==> config.mk <==
export PLATFORM = sky130hd
export DESIGN_NAME = prds_ctrl
export DESIGN_NICKNAME = d
export VERILOG_FILES = /design/src/rtl/prds_pkg.sv /design/src/rtl/prds_ctrl.sv
export SDC_FILE = /design/constraint.sdc
export NUM_CORES = 1
export LEC_CHECK = 0
export BUFFER_PORTS_ARGS = -buffer_cell sky130_fd_sc_hd__buf_2
export CAP_MARGIN = 25
export CELL_PAD_IN_SITES_DETAIL_PLACEMENT = 2
export CELL_PAD_IN_SITES_GLOBAL_PLACEMENT = 2
export CORE_ASPECT_RATIO = 1.25
export CORE_MARGIN = 5
export CORE_UTILIZATION = 23
export DETAILED_ROUTE_END_ITERATION = 6
export PLACE_DENSITY_LB_ADDON = 0.1
export SLEW_MARGIN = 25
export SYNTH_ARGS = -nofsm -noshare
export SYNTH_HDL_FRONTEND = slang
export SYNTH_SLANG_ARGS = --single-unit
==> constraint.sdc <==
create_clock -name aclk -period 1.9 [get_ports aclk]
set_clock_uncertainty 0.1 [all_clocks]
set_input_delay 0.57 -clock aclk [delete_from_list [all_inputs] [get_ports aclk]]
set_output_delay 0.57 -clock aclk [all_outputs]
set_load 0.01 [all_outputs]
==> src/rtl/prds_pkg.sv <==
// ----------------------------------------------------------------------------
// prds_pkg
// Shared types and constants for the point reprojection depth splat unit.
// ----------------------------------------------------------------------------
package prds_pkg;

    typedef enum logic [2:0] {
        REG_FOCAL_X      = 3'd0,
        REG_FOCAL_Y      = 3'd1,
        REG_CENTER_X     = 3'd2,
        REG_CENTER_Y     = 3'd3,
        REG_FRAME_WIDTH  = 3'd4,
        REG_FRAME_HEIGHT = 3'd5
    } reg_idx_t;

    localparam int unsigned PROD_W = 64;
    localparam int unsigned QSAT_W = 41;
    localparam int unsigned U_W    = 44;
    localparam int unsigned PIX_W  = 28;
    localparam int unsigned CNT_W  = 6;
    localparam logic [PROD_W-1:0] QUOT_SAT = 64'h0000_0100_0000_0000;

    typedef struct packed {
        logic load;
        logic clr_init;
        logic clr_step;
        logic mul;
        logic sel;
        logic div_step;
        logic div_store;
        logic proj;
        logic fin;
        logic mem_test;
        logic out_load;
    } cmd_t;

    typedef struct packed {
        logic kind;
        logic z_pos;
        logic div_last;
        logic clr_last;
        logic visible;
    } status_t;

endpackage

==> src/rtl/prds_ctrl.sv <==
// ----------------------------------------------------------------------------
// prds_ctrl
// Sequencer: clear sweep, two multiply/divide passes, depth test, output.
// ----------------------------------------------------------------------------
module prds_ctrl (
    input  logic             aclk,
    input  logic             aresetn,
    input  logic             s_valid,
    output logic             s_ready,
    output logic             m_valid,
    input  logic             m_ready,
    input  prds_pkg::status_t st,
    output prds_pkg::cmd_t    cmd
);

    typedef enum logic [3:0] {
        S_CLEAR, S_IDLE, S_CHECK, S_MUL, S_DIV, S_PROJ, S_FIN, S_READ, S_TEST, S_DONE
    } state_t;

    state_t state_reg, state_next;
    logic   sel_reg, sel_next;
    logic   m_valid_reg, m_valid_next;

    always_comb begin
        cmd          = '0;
        state_next   = state_reg;
        sel_next     = sel_reg;
        m_valid_next = m_valid_reg & ~m_ready;
        cmd.sel      = sel_reg;
        case (state_reg)
            S_CLEAR: begin
                cmd.clr_step = 1'b1;
                if (st.clr_last) state_next = S_IDLE;
            end
            S_IDLE: begin
                cmd.load = s_valid;
                if (s_valid) state_next = S_CHECK;
            end
            S_CHECK: begin
                if (st.kind) begin
                    cmd.clr_init = 1'b1;
                    state_next   = S_CLEAR;
                end else if (!st.z_pos) begin
                    state_next = S_DONE;
                end else begin
                    sel_next   = 1'b0;
                    state_next = S_MUL;
                end
            end
            S_MUL: begin
                cmd.mul    = 1'b1;
                state_next = S_DIV;
            end
            S_DIV: begin
                cmd.div_step = 1'b1;
                if (st.div_last) begin
                    cmd.div_store = 1'b1;
                    if (!sel_reg) begin
                        sel_next   = 1'b1;
                        state_next = S_MUL;
                    end else begin
                        state_next = S_PROJ;
                    end
                end
            end
            S_PROJ: begin
                cmd.proj   = 1'b1;
                state_next = S_FIN;
            end
            S_FIN: begin
                cmd.fin    = 1'b1;
                state_next = S_READ;
            end
            S_READ: begin
                // ram read of the pixel address is in flight this cycle
                state_next = st.visible ? S_TEST : S_DONE;
            end
            S_TEST: begin
                cmd.mem_test = 1'b1;
                state_next   = S_DONE;
            end
            S_DONE: begin
                if (!m_valid_reg || m_ready) begin
                    cmd.out_load = 1'b1;
                    m_valid_next = 1'b1;
                    state_next   = S_IDLE;
                end
            end
            default: state_next = S_IDLE;
        endcase
    end

    always_ff @(posedge aclk) begin
        if (!aresetn) begin
            state_reg   <= S_CLEAR;
            sel_reg     <= 1'b0;
            m_valid_reg <= 1'b0;
        end else begin
            state_reg   <= state_next;
            sel_reg     <= sel_next;
            m_valid_reg <= m_valid_next;
        end
    end

    assign s_ready = (state_reg == S_IDLE);
    assign m_valid = m_valid_reg;

endmodule

### Word-level counts from Yosys, hierarchy flattened

Cells that the tools add are included.

* flip-flop bits (word level): 6
* bits in latches: 0
* bits in writable memories: 0
* bits in read-only memories: 0
* input bits: 9
* memories: 0

* $add $sub $neg: 0
* multipliers: 0
* divide/modulo/power cells: 0
* magnitude comparators: 0
* equal/unequal tests: 15
* shift-type cells: 0
* mux-type cells: 27
* bitwise gates (word level): 2
* reductions and logical operators: 6

Operators by type and width (count)
* one-hot mux 4 bit (10 select lines): 1
* 2-to-1 mux 4 bit: 6
* 2-to-1 mux 1 bit: 17
* == test 4 x 3 -> 1 bit (second input constant): 4
* inequality test 2 bit (second input constant): 6
* == test 4 x 2 -> 1 bit (second input constant): 2
* == test 4 bit (second input constant): 2
* AND reduction 4 bit: 2
* == test 4 x 1 -> 1 bit (second input constant): 1
* logical NOT 4 bit: 1
* 2-to-1 mux 3 bit: 1
* 2-to-1 mux 2 bit: 1
* one-hot mux 1 bit (2 select lines): 1
* nonzero test 2 bit: 1
* AND 1 bit: 1
* logical NOT 1 bit: 1
* logical OR 1 bit: 1
* NOT 1 bit: 1

### Depth between registers and ports, before layout

Gate-level depths: netlist of run 1.

* depth in word-level cells: 4
* depth in mapped cells: 5
* gate-level depth less buffers: 4

### Least setup slack after synthesis of run 1

OpenSTA, ideal clock, no wires.

* path kind: reg2out
* from: register state_reg[0]
* to: output cmd[10] (netlist bit)
* arrival: 1122 ps
* data required time: 1230 ps
* path slack: 108 ps
* cell stages (with the launch flop): 5
* buffers on the path: 1
* cells stage by stage: dfxtp_1 -> buf_6 -> nand2_1 -> nor3_1 -> and2_1

RTL lines
* start: declaration: RTL line prds_ctrl.sv:20 `state_t state_reg, state_next;`
* start signal: assignment: RTL line prds_ctrl.sv:99 `state_reg <= state_next;`
* end: declaration: RTL line prds_ctrl.sv:13 `output prds_pkg::cmd_t cmd`

==> metrics.md, run 1 <==
| Metric | Value |
|---|---|
| Status | complete, no violations |
| Antenna violations before repair | 0 |
| CTS tree | done |
| Rel. slew slack | 69.37% |
| Flop pwr share | 39.4% |
| Clock transition at the registers of the reported paths | 0.05 ns |
| Yosys cell types | 30 |
| Final core occ | 37.12% |
| Hold Path Origin | sel_reg |
| Max reg flops | 4 |
| Leakage | 0.3568 nW |
| Hold crit path type | flop to flop |
| DR vias/cell | 5.227 |
| Final setup fails | 0 |
| Clock power share | 37.0% |
| Highest-delay cell along the critical path | dfxtp_4 |
| Routed Antenna Nets | 0 |
| Gr ovfl total | 0 |
| CORE AREA | 1982 µm² |
| Worst reg-to-reg path cell count | 5 |
| Inserted Clock Buffers | 3 |
| Dominant cell type by area after synthesis | dfxtp_1 |
| Share of cells above drive strength 1 | 57.78% |
| Chip width | 50.67 µm |
| Clock Latency Late Sink | 0.26 ns |
| Crit share post-route | 99.37% |
| Worst r2r dst | state_reg[0] |
| Starting Density | 23.99% |
| Final nets | 101 |
| Routability cong. | 0.7137 |
| Tightest Pin Transition | 0.4553 ns |
| CP max FO | 11 |
| DRC | 0 |
| CTS sink cnt | 6 |
| Setup slack at placement | 0.1249 ns |
| N_diodes | 0 |
| FF-to-FF setup slack | 0.34 ns |
| DP HPWL | 1.357 mm |
| Die area | 3082 µm² |
| Worst reg2reg startpoint | state_reg[2] |
| Drt wl/cell | 16.78 µm |
| Worst hold slack | 0.4587 ns |
| Syn Inst Count | 62 |
| Post-synth top area share | 25.26% |
| Die height | 60.84 µm |
| I/O Buffers | 21 |
| First-pass GRT wire length | 2.980 mm |
| Sw Ratio | 29.43% |
| H-tree levels | 1 |
| Sw power | 99.52 µW |
| Number of global-route vias before repair | 604 |
| Max Cap Violations | 0 |
| Cell Rows | 18 |
| Max Freq | 0.5297 GHz |
| I/O pin total | 22 |
| Worst Setup SP | state_reg[3] |
| PD cells | 459.5 nW/µm² |
| Critical path class | flop to output pin |
| DRT Pass-1 Iters | 3 |
| Flip-flop and latch count after synthesis | 6 |
| Placed inst area | 585.6 µm² |
| Detailed-route via count | 575 |
| Routed WL | 1.846 mm |
| Cell area after layout | 735.7 µm² |
| Worst path cell trace | and2b_1 > and3_1 > buf_2 |
| Top cells by area, synth | dfxtp_1 25%, nor3_1 6.3%, nor2b_1 5.3%, buf_4 4.7%, buf_6 4.7% |
| Hold Crit Depth | 2 |
| Hold Vio Cnt, Final | 0 |
| Startpoint types | flop |
| GR Util All Layers | 13.31% |
| WHS Endpoint | sel_reg |
| P_int | 238.6 µW |
| Comb pwr share | 23.6% |
| Seq/Total Area, Yosys | 25.26% |
| RSZ-0062 raised after global routing | true |
| Largest net degree at the start of global routing | 12 |
| Crit path time final | 1.888 ns |
| Peak VDD IR | 236.8 µV |
| Clk buf depth | 2 |
| Worst Path Required | 1.23 ns |
| Crit. End Element | output pin |
| Avg Cell Area, Syn | 7.669 µm² |
| Area added between synthesis and finish | 54.74% |
| Crit path arrival time | 1.22 ns |
| CTS Root Cell | clkbuf_4 |
| Initial drt markers | 3 |
| Crit path largest cell delay | 0.44 ns |
| Hold Buf Count CTS | 0 |
| PnR worst setup slack | 0.01197 ns |
| Pwr Total | 338.1 µW |
| Count of final max-slew check failures | 0 |
| Synth Net Count | 71 |
| Post-Syn Area | 475.5 µm² |
| Synth warn | 0 |
cell families (layout without fill, tap and decap cells):
group                  Yosys count  in the layout  share of synthesized area [%]
AO/OA/AOI/OAI                   14             14                          21.58
flip-flops                       6              6                          25.26
buffers and inverters            9             37                          12.89
AND/OR/NAND/NOR                 33             33                          40.26
synthesized netlist by cell type, drive strengths merged:
cell type,instances
buf,6
dfxtp,6
nor2,6
nor3,6
nand2,4
nand2b,4
nor2b,4
a21oi,3
inv,3
o21ai,3
and2,2
nor4,2
a2111oi,1
a221oi,1
a22o,1
a22oi,1
and2b,1
and3,1
nand4b,1
o211a,1
o21a,1
o22ai,1
o32a,1
or3,1
or4b,1
placed cells by master, fill, tap and decap left out, drive strengths merged:
| master | count |
|---|---|
| and2 | 2 |
| nand2b | 4 |
| nor2b | 4 |
| nor3 | 6 |
| a22o | 1 |
| inv | 3 |
| dfxtp | 6 |
| a2111oi | 1 |
| nand2 | 4 |
| nand4b | 1 |
| o21a | 1 |
| buf | 31 |
| and3 | 1 |
| o22ai | 1 |
| a22oi | 1 |
| nor4 | 2 |
| a221oi | 1 |
| o32a | 1 |
| or3 | 1 |
| nor2 | 6 |
| or4b | 1 |
| o21ai | 3 |
| a21oi | 3 |
| o211a | 1 |
| and2b | 1 |
| clkbuf | 3 |
metal layers:
layer	track usage, %	part of all wire (%)
met1	15.78	42
met5	0	0
met2	21.81	53
met4	8.759	1.7
met3	2.457	3.9
per-stage QoR:
| stage | TNS (ns) | instances |
|---|---|---|
| after CTS | -0.04118 | 104 |
| after detailed placement | 0 | 101 |
| final | 0 | 110 |
| after floorplan | 0 | 62 |
| after global routing | -0.2117 | 110 |
| after global placement | 0 | 101 |
power groups by stage:
stage          registers [mW]  clock network (mW)  logic, mW
2_1_floorplan           0.134                   0     0.0396
6_report                0.133               0.125     0.0798
3_3_place_gp            0.137                   0     0.0638
5_1_grt                 0.134               0.144     0.0864
3_5_place_dp            0.137                   0     0.0641
4_1_cts                 0.135               0.136     0.0692
worst max-delay path, delay by kind of cell (launching register included):
family | cells | cell delay (ns)
buffers and inverters | 1 | 0.13
and+or+nand+nor | 2 | 0.38
DFF | 1 | 0.44
how the worst max path moves through the flow:
| stage | end |
|---|---|
| 3_5_place_dp | cmd[4] |
| 4_1_cts | cmd[4] |
| 2_1_floorplan | cmd[10] |
| 6_report | cmd[9] |
| 5_1_grt | cmd[10] |
| 3_3_place_gp | cmd[4] |
timing repair:
| item | CTS | global route |
|---|---|---|
| pin swaps | 0 | 4 |
| setup endpoints to repair | 10 | 6 |
| setup buffers | 0 | 6 |
| resized for setup | 13 | 9 |
cell type report:
type | instances | area [µm²]
Timing Repair Buffer | 31 | 190.2
Clock buffer | 3 | 22.52
Sequential cell | 6 | 132.6
Fill cell | 232 | 1246
Tap cell | 20 | 25.02
Inverter | 3 | 11.26
Multi-Input combinational cell | 47 | 354.1
Power figures use the tool's default switching activity.
==> run 2: changes to the inputs <==
--- a/config.mk
+++ b/config.mk
@@ -12,6 +12,7 @@
 export CORE_ASPECT_RATIO = 1.25
 export CORE_MARGIN = 5
 export CORE_UTILIZATION = 23
+export CTS_CLUSTER_DIAMETER = 150
 export DETAILED_ROUTE_END_ITERATION = 6
 export PLACE_DENSITY_LB_ADDON = 0.1
 export SLEW_MARGIN = 25
==> constraint.sdc (replaced) <==
create_clock -name aclk -period 1.9 [get_ports aclk]
set_clock_uncertainty 0.1 [all_clocks]
set_input_delay 0.285 -clock aclk [delete_from_list [all_inputs] [get_ports aclk]]
set_output_delay 0.285 -clock aclk [all_outputs]
set_load 0.01 [all_outputs]
==> metrics.md, run 2 (synthesis results as in run 1) <==
| Metric | Value |
|---|---|
| Most common cell after layout, fill and taps aside | buf_2 |
| DRC | 0 (unchanged) |
| Rel. slew slack | 67.97% (-1.4 points) |
| Antenna violations before repair | 0 (unchanged) |
| Cell Rows | 18 (unchanged) |
| Initial drt markers | 3 (unchanged) |
| Max Cap Violations | 0 (unchanged) |
| DP HPWL | 1.253 mm (-7.7%) |
| Final core occ | 29.29% (-7.8 points) |
| Number of global-route vias before repair | 533 (-12%) |
| Crit share post-route | 92.06% (-7.3 points) |
| Hold Buf Count CTS | 0 (unchanged) |
| First-pass GRT wire length | 2.642 mm (-11%) |
| Multi-input gate area | 294.0 µm² (-17%) |
| Non-Filler Instances | 100 (-9.1%) |
| H-tree levels | 1 (unchanged) |
| Final setup fails | 0 (unchanged) |
| Crit. End Element | output pin |
| Hold crit path type | input port to flop |
| Die area | 3082 µm² (unchanged) |
| PD cells | 536.8 nW/µm² (+17%) |
| Drt wl/cell | 15.96 µm (-4.9%) |
| I/O pin total | 22 (unchanged) |
| Leakage | 0.2840 nW (-20%) |
| Die height | 60.84 µm (unchanged) |
| Worst reg2reg startpoint | state_reg[0] |
| CP max FO | 13 (+2) |
| N_diodes | 0 (unchanged) |
| Crit path time final | 1.749 ns (-0.1389 ns) |
| Startpoint types | flop |
| CTS Root Cell | clkbuf_4 |
| Most frequent cells in the layout | 21 x buf_2, 6 x nor3_1, 5 x nor2_1 |
| Post CTS Setup Buffer Count | 0 (unchanged) |
| CTS tree | done |
| Starting Density | 23.99% (unchanged) |
| Worst r2r dst | state_reg[0] |
| Routed WL | 1.596 mm (-14%) |
| Share of cells above drive strength 1 | 36.25% (-22 points) |
| Status | complete, no violations |
| Area added between synthesis and finish | 22.11% |
| Worst reg-to-reg path cell count | 4 (-1) |
| CTS sink cnt | 6 (unchanged) |
| Crit path arrival time | 1.36 ns (+0.14 ns) |
| Clk buf depth | 2 (unchanged) |
| FF-to-FF setup slack | 0.34 ns (about the same) |
| I/O Buffers | 21 (unchanged) |
| Routed Antenna Nets | 0 (unchanged) |
| Setup crit end | cmd[4] |
| Fill count | 250 (+7.8%) |
| Sequential Area | 122.6 µm² (-7.5%) |
| Routability cong. | 0.6936 (-2.8%) |
| Worst Setup SP | state_reg[0] |
| Final nets | 91 (-9.9%) |
| RSZ-0062 raised after global routing | false |
| Count of final max-slew check failures | 0 (unchanged) |
| Gr ovfl total | 0 (unchanged) |
| Detailed-route via count | 517 (-10%) |
| Max reg flops | 4 (unchanged) |
| Max Freq | 0.5717 GHz (+7.9%) |
| Inst Count DP | 97 (-4.0%) |
| GR Util All Layers | 11.36% (-1.9 points) |
| Hold Vio Cnt, Final | 0 (unchanged) |
| Sum Neg Setup Slack | 0 ns (unchanged) |
| Peak VDD IR | 235.8 µV (-0.45%) |
| Clock transition at the registers of the reported paths | 0.05 ns (about the same) |
| Largest net degree at the start of global routing | 14 (+2) |
| CORE AREA | 1982 µm² (unchanged) |
| DR vias/cell | 5.170 (-1.1%) |
| Chip width | 50.67 µm (unchanged) |
| DRT Pass-1 Iters | 3 (unchanged) |
| Worst Path Required | 1.51 ns (+0.28 ns) |
| Inserted Clock Buffers | 3 (unchanged) |
| Clock Latency Late Sink | 0.25 ns (about the same) |
| Tightest Pin Transition | 0.4761 ns (+0.02078 ns) |
| Critical path class | flop to output pin |
[run 2: changes by cell type in the layout (fill, tap and decap cells not counted), sizes merged]
cell	previous run	this run
buf	31	21
[run 2: power breakdown]
part / switching, mW / leakage, nW / internal [mW]
Sequential: 0.00982 / 0.0494 / 0.130
Clock: 0.0469 / 0.0138 / 0.0715
Combinational: 0.0286 / 0.221 / 0.0250
Total: 0.0854 / 0.284 / 0.226
[run 2: metal layers]
| metal | part of all wire, % | vias up | GRT usage, % | routed length [µm] |
|---|---|---|---|---|
| met5 | 0 | - | 0 | 0 |
| met4 | 1.4 | 0 | 6.569 | 22 |
| met3 | 5.2 | 4 | 2.211 | 83 |
| met2 | 47 | 15 | 18.09 | 756 |
| met1 | 46 | 237 | 14.22 | 734 |
| li1 | - | 261 | - | - |
[run 2: how the worst min path moves through the flow]
stage | start | to | slack (ns) | cells after the start
6_report | st[1] | state_reg[0] | 0.19 | 3
4_1_cts | st[1] | state_reg[0] | 0.19 | 3
5_1_grt | aresetn | m_valid | 0.21 | 2
3_3_place_gp | st[1] | state_reg[0] | 0.45 | 3
3_5_place_dp | st[1] | state_reg[0] | 0.46 | 3
2_1_floorplan | aresetn | m_valid | 0.30 | 1
[run 2: repair_timing]
action | CTS | global route
resized for setup | 1 | 1
endpoints found under the setup margin | 1 | 3
pin swaps | 0 | 0
[run 2: per-stage QoR]
| step | cell area [µm²] | total power, mW | setup slack, ns | hold slack [ns] |
|---|---|---|---|---|
| 2_1_floorplan | 475.5 | 0.1738 | 0.3925 | 0.3025 |
| 3_3_place_gp | 555.5 | 0.1944 | 0.2848 | 0.4500 |
| 3_5_place_dp | 555.5 | 0.1952 | 0.2195 | 0.4572 |
| 4_1_cts | 579.3 | 0.3186 | 0.005344 | 0.1853 |
| 5_1_grt | 580.6 | 0.3352 | 0.02196 | 0.2089 |
| 6_report | 580.6 | 0.3116 | 0.1509 | 0.1869 |
[run 2: worst max-delay path, stage by stage (launching register included)]
cell and delay [ns]:
dfxtp_2 0.39, nand2b_1 0.20, nor3_1 0.25, and2_1 0.17, buf_2 0.12
[run 2: final cells by class]
type / count / share of cell area (%)
Inverter: 3 / 1.940
Multi-Input combinational cell: 47 / 50.65
Timing Repair Buffer: 21 / 18.10
Clock buffer: 3 / 3.879
Sequential cell: 6 / 21.12
Tap cell: 20 / 4.310
==> run 3: changes to the inputs <==
--- a/config.mk
+++ b/config.mk
@@ -14,6 +14,7 @@
 export CORE_UTILIZATION = 23
 export CTS_CLUSTER_DIAMETER = 150
 export DETAILED_ROUTE_END_ITERATION = 6
+export MAX_ROUTING_LAYER = met4
 export PLACE_DENSITY_LB_ADDON = 0.1
 export SLEW_MARGIN = 25
 export SYNTH_ARGS = -nofsm -noshare
==> metrics.md, run 3 (synthesis results as in run 1) <==
| Metric | Value |
|---|---|
| DR vias/cell | 5.160 (-0.19%) |
| Crit share post-route | 92.05% (about the same) |
| Non-Filler Instances | 100 (unchanged) |
| Max Cap Violations | 0 (unchanged) |
| Tightest Pin Transition | 0.4761 ns (unchanged) |
| Hold Vio Cnt, Final | 0 (unchanged) |
| Routed WL | 1.595 mm (about the same) |
| GR Util All Layers | 11.72% (+0.36 points) |
| Drt wl/cell | 15.95 µm (about the same) |
| Inserted Clock Buffers | 3 (unchanged) |
| Crit path arrival time | 1.36 ns (about the same) |
| Die height | 60.84 µm (unchanged) |
| Max reg flops | 4 (unchanged) |
| Detailed-route via count | 516 (-0.19%) |
| Count of final max-slew check failures | 0 (unchanged) |
| Initial drt markers | 3 (unchanged) |
| Pwr Total | 311.3 µW (-0.11%) |
| Gr ovfl total | 0 (unchanged) |
| Leakage | 0.2840 nW (unchanged) |
| Final nets | 91 (unchanged) |
| Routability cong. | 0.7011 (+1.1%) |
| Clk buf depth | 2 (unchanged) |
| Max Freq | 0.5717 GHz (about the same) |
| CORE AREA | 1982 µm² (unchanged) |
| Routed Antenna Nets | 0 (unchanged) |
| N_diodes | 0 (unchanged) |
| CTS Root Cell | clkbuf_4 |
| Highest-delay cell along the critical path | dfxtp_2 |
| Most common cell after layout, fill and taps aside | buf_2 |
| First-pass GRT wire length | 2.635 mm (-0.26%) |
| Hold Buf Count CTS | 0 (unchanged) |
| Critical path class | flop to output pin |
| Crit path buf inv count | 1 (unchanged) |
| I/O Buffers | 21 (unchanged) |
| Starting Density | 23.99% (unchanged) |
| Worst path cell trace | nand2b_1 > nor3_1 > and2_1 > buf_2 |
| CTS tree | done |
| Worst Path Required | 1.51 ns (about the same) |
| Chip width | 50.67 µm (unchanged) |
| Final setup fails | 0 (unchanged) |
| I/O pin total | 22 (unchanged) |
| Clock Latency Late Sink | 0.25 ns (about the same) |
| Sum Neg Setup Slack | 0 ns (unchanged) |
| Area added between synthesis and finish | 22.11% (unchanged) |
| Startpoint types | flop |
| Rel. slew slack | 67.97% (unchanged) |
| DRT Pass-1 Iters | 3 (unchanged) |
| DRC | 0 (unchanged) |
| DP HPWL | 1.253 mm (unchanged) |
| Inst Count DP | 97 (unchanged) |
| Antenna violations before repair | 0 (unchanged) |
| PD cells | 536.1 nW/µm² (-0.11%) |
| Hold crit path type | input port to flop |
| Largest net degree at the start of global routing | 14 (unchanged) |
| Die area | 3082 µm² (unchanged) |
| CP max FO | 13 (unchanged) |
| Status | complete, no violations |
| Crit path time final | 1.749 ns (-0.00005700 ns) |
| Crit. End Element | output pin |
| Cell Rows | 18 (unchanged) |
| Delay-heaviest family, CP | simple AND/OR/NAND/NOR gates |
| Peak VDD IR | 235.8 µV (about the same) |
| RSZ-0062 raised after global routing | false |
| Crit path largest cell delay | 0.39 ns (about the same) |
| Clock transition at the registers of the reported paths | 0.05 ns (about the same) |
| H-tree levels | 1 (unchanged) |
| CTS sink cnt | 6 (unchanged) |
| Most frequent cells in the layout | 21 x buf_2, 6 x nor3_1, 5 x nor2_1 |
| Number of global-route vias before repair | 531 (-0.38%) |
| Share of cells above drive strength 1 | 36.25% (unchanged) |
## run 3: cell counts in the layout (fill, tap and decap cells not counted)
No cell type changed its count.
## run 3: final timing paths
path	startpoint	to	slack, ns	depth (start not counted)
hold reg to reg	sel_reg	sel_reg	0.47	2
hold / removal	st[1]	state_reg[0]	0.19	3
setup / recovery	state_reg[0]	cmd[4]	0.15	4
setup reg to reg	state_reg[0]	state_reg[0]	0.34	4
## run 3: area by class of cell
class	instances	area, µm²
sequential	6	122.6
fill	250	1401
tap	20	25.02
timing repair buffer	21	105.1
clock buffer	3	22.52
multi-input combinational	47	294.0
inverter	3	11.26
## run 3: worst min-delay path, cell delays in order
cell and delay (ns):
buf_2 0.10, inv_1 0.04, a2111oi_1 0.06
## run 3: timing repair
action                     CTS  global route
setup endpoints to repair    1             3
cloned                       0             0
buffers inserted             0             0
gates resized for setup      1             1
## run 3: per-stage QoR
step | cell area (µm²) | setup WS (ns) | hold slack, ns | utilization (%)
2_1_floorplan | 475.5 | 0.3925 | 0.3025 | -
3_3_place_gp | 555.5 | 0.2848 | 0.4500 | 28.03
3_5_place_dp | 555.5 | 0.2195 | 0.4572 | 28.03
4_1_cts | 579.3 | 0.005344 | 0.1853 | 29.23
5_1_grt | 580.6 | 0.02190 | 0.2089 | 29.29
6_report | 580.6 | 0.1510 | 0.1870 | 29.29
## run 3: where the power goes
part	internal [mW]	switching, mW	total, mW
clock	0.0715	0.0466	0.118
combinational	0.0250	0.0286	0.0537
sequential	0.130	0.00982	0.140
total	0.226	0.0850	0.311
## run 3: metal layers
| layer | GRT usage (%) | up-vias | share of wire [%] |
|---|---|---|---|
| met5 | - | - | 0 |
| met4 | 6.569 | 0 | 1.4 |
| met3 | 2.211 | 4 | 5.2 |
| met2 | 18.09 | 15 | 47 |
| met1 | 14.22 | 237 | 46 |
| li1 | - | 260 | - |
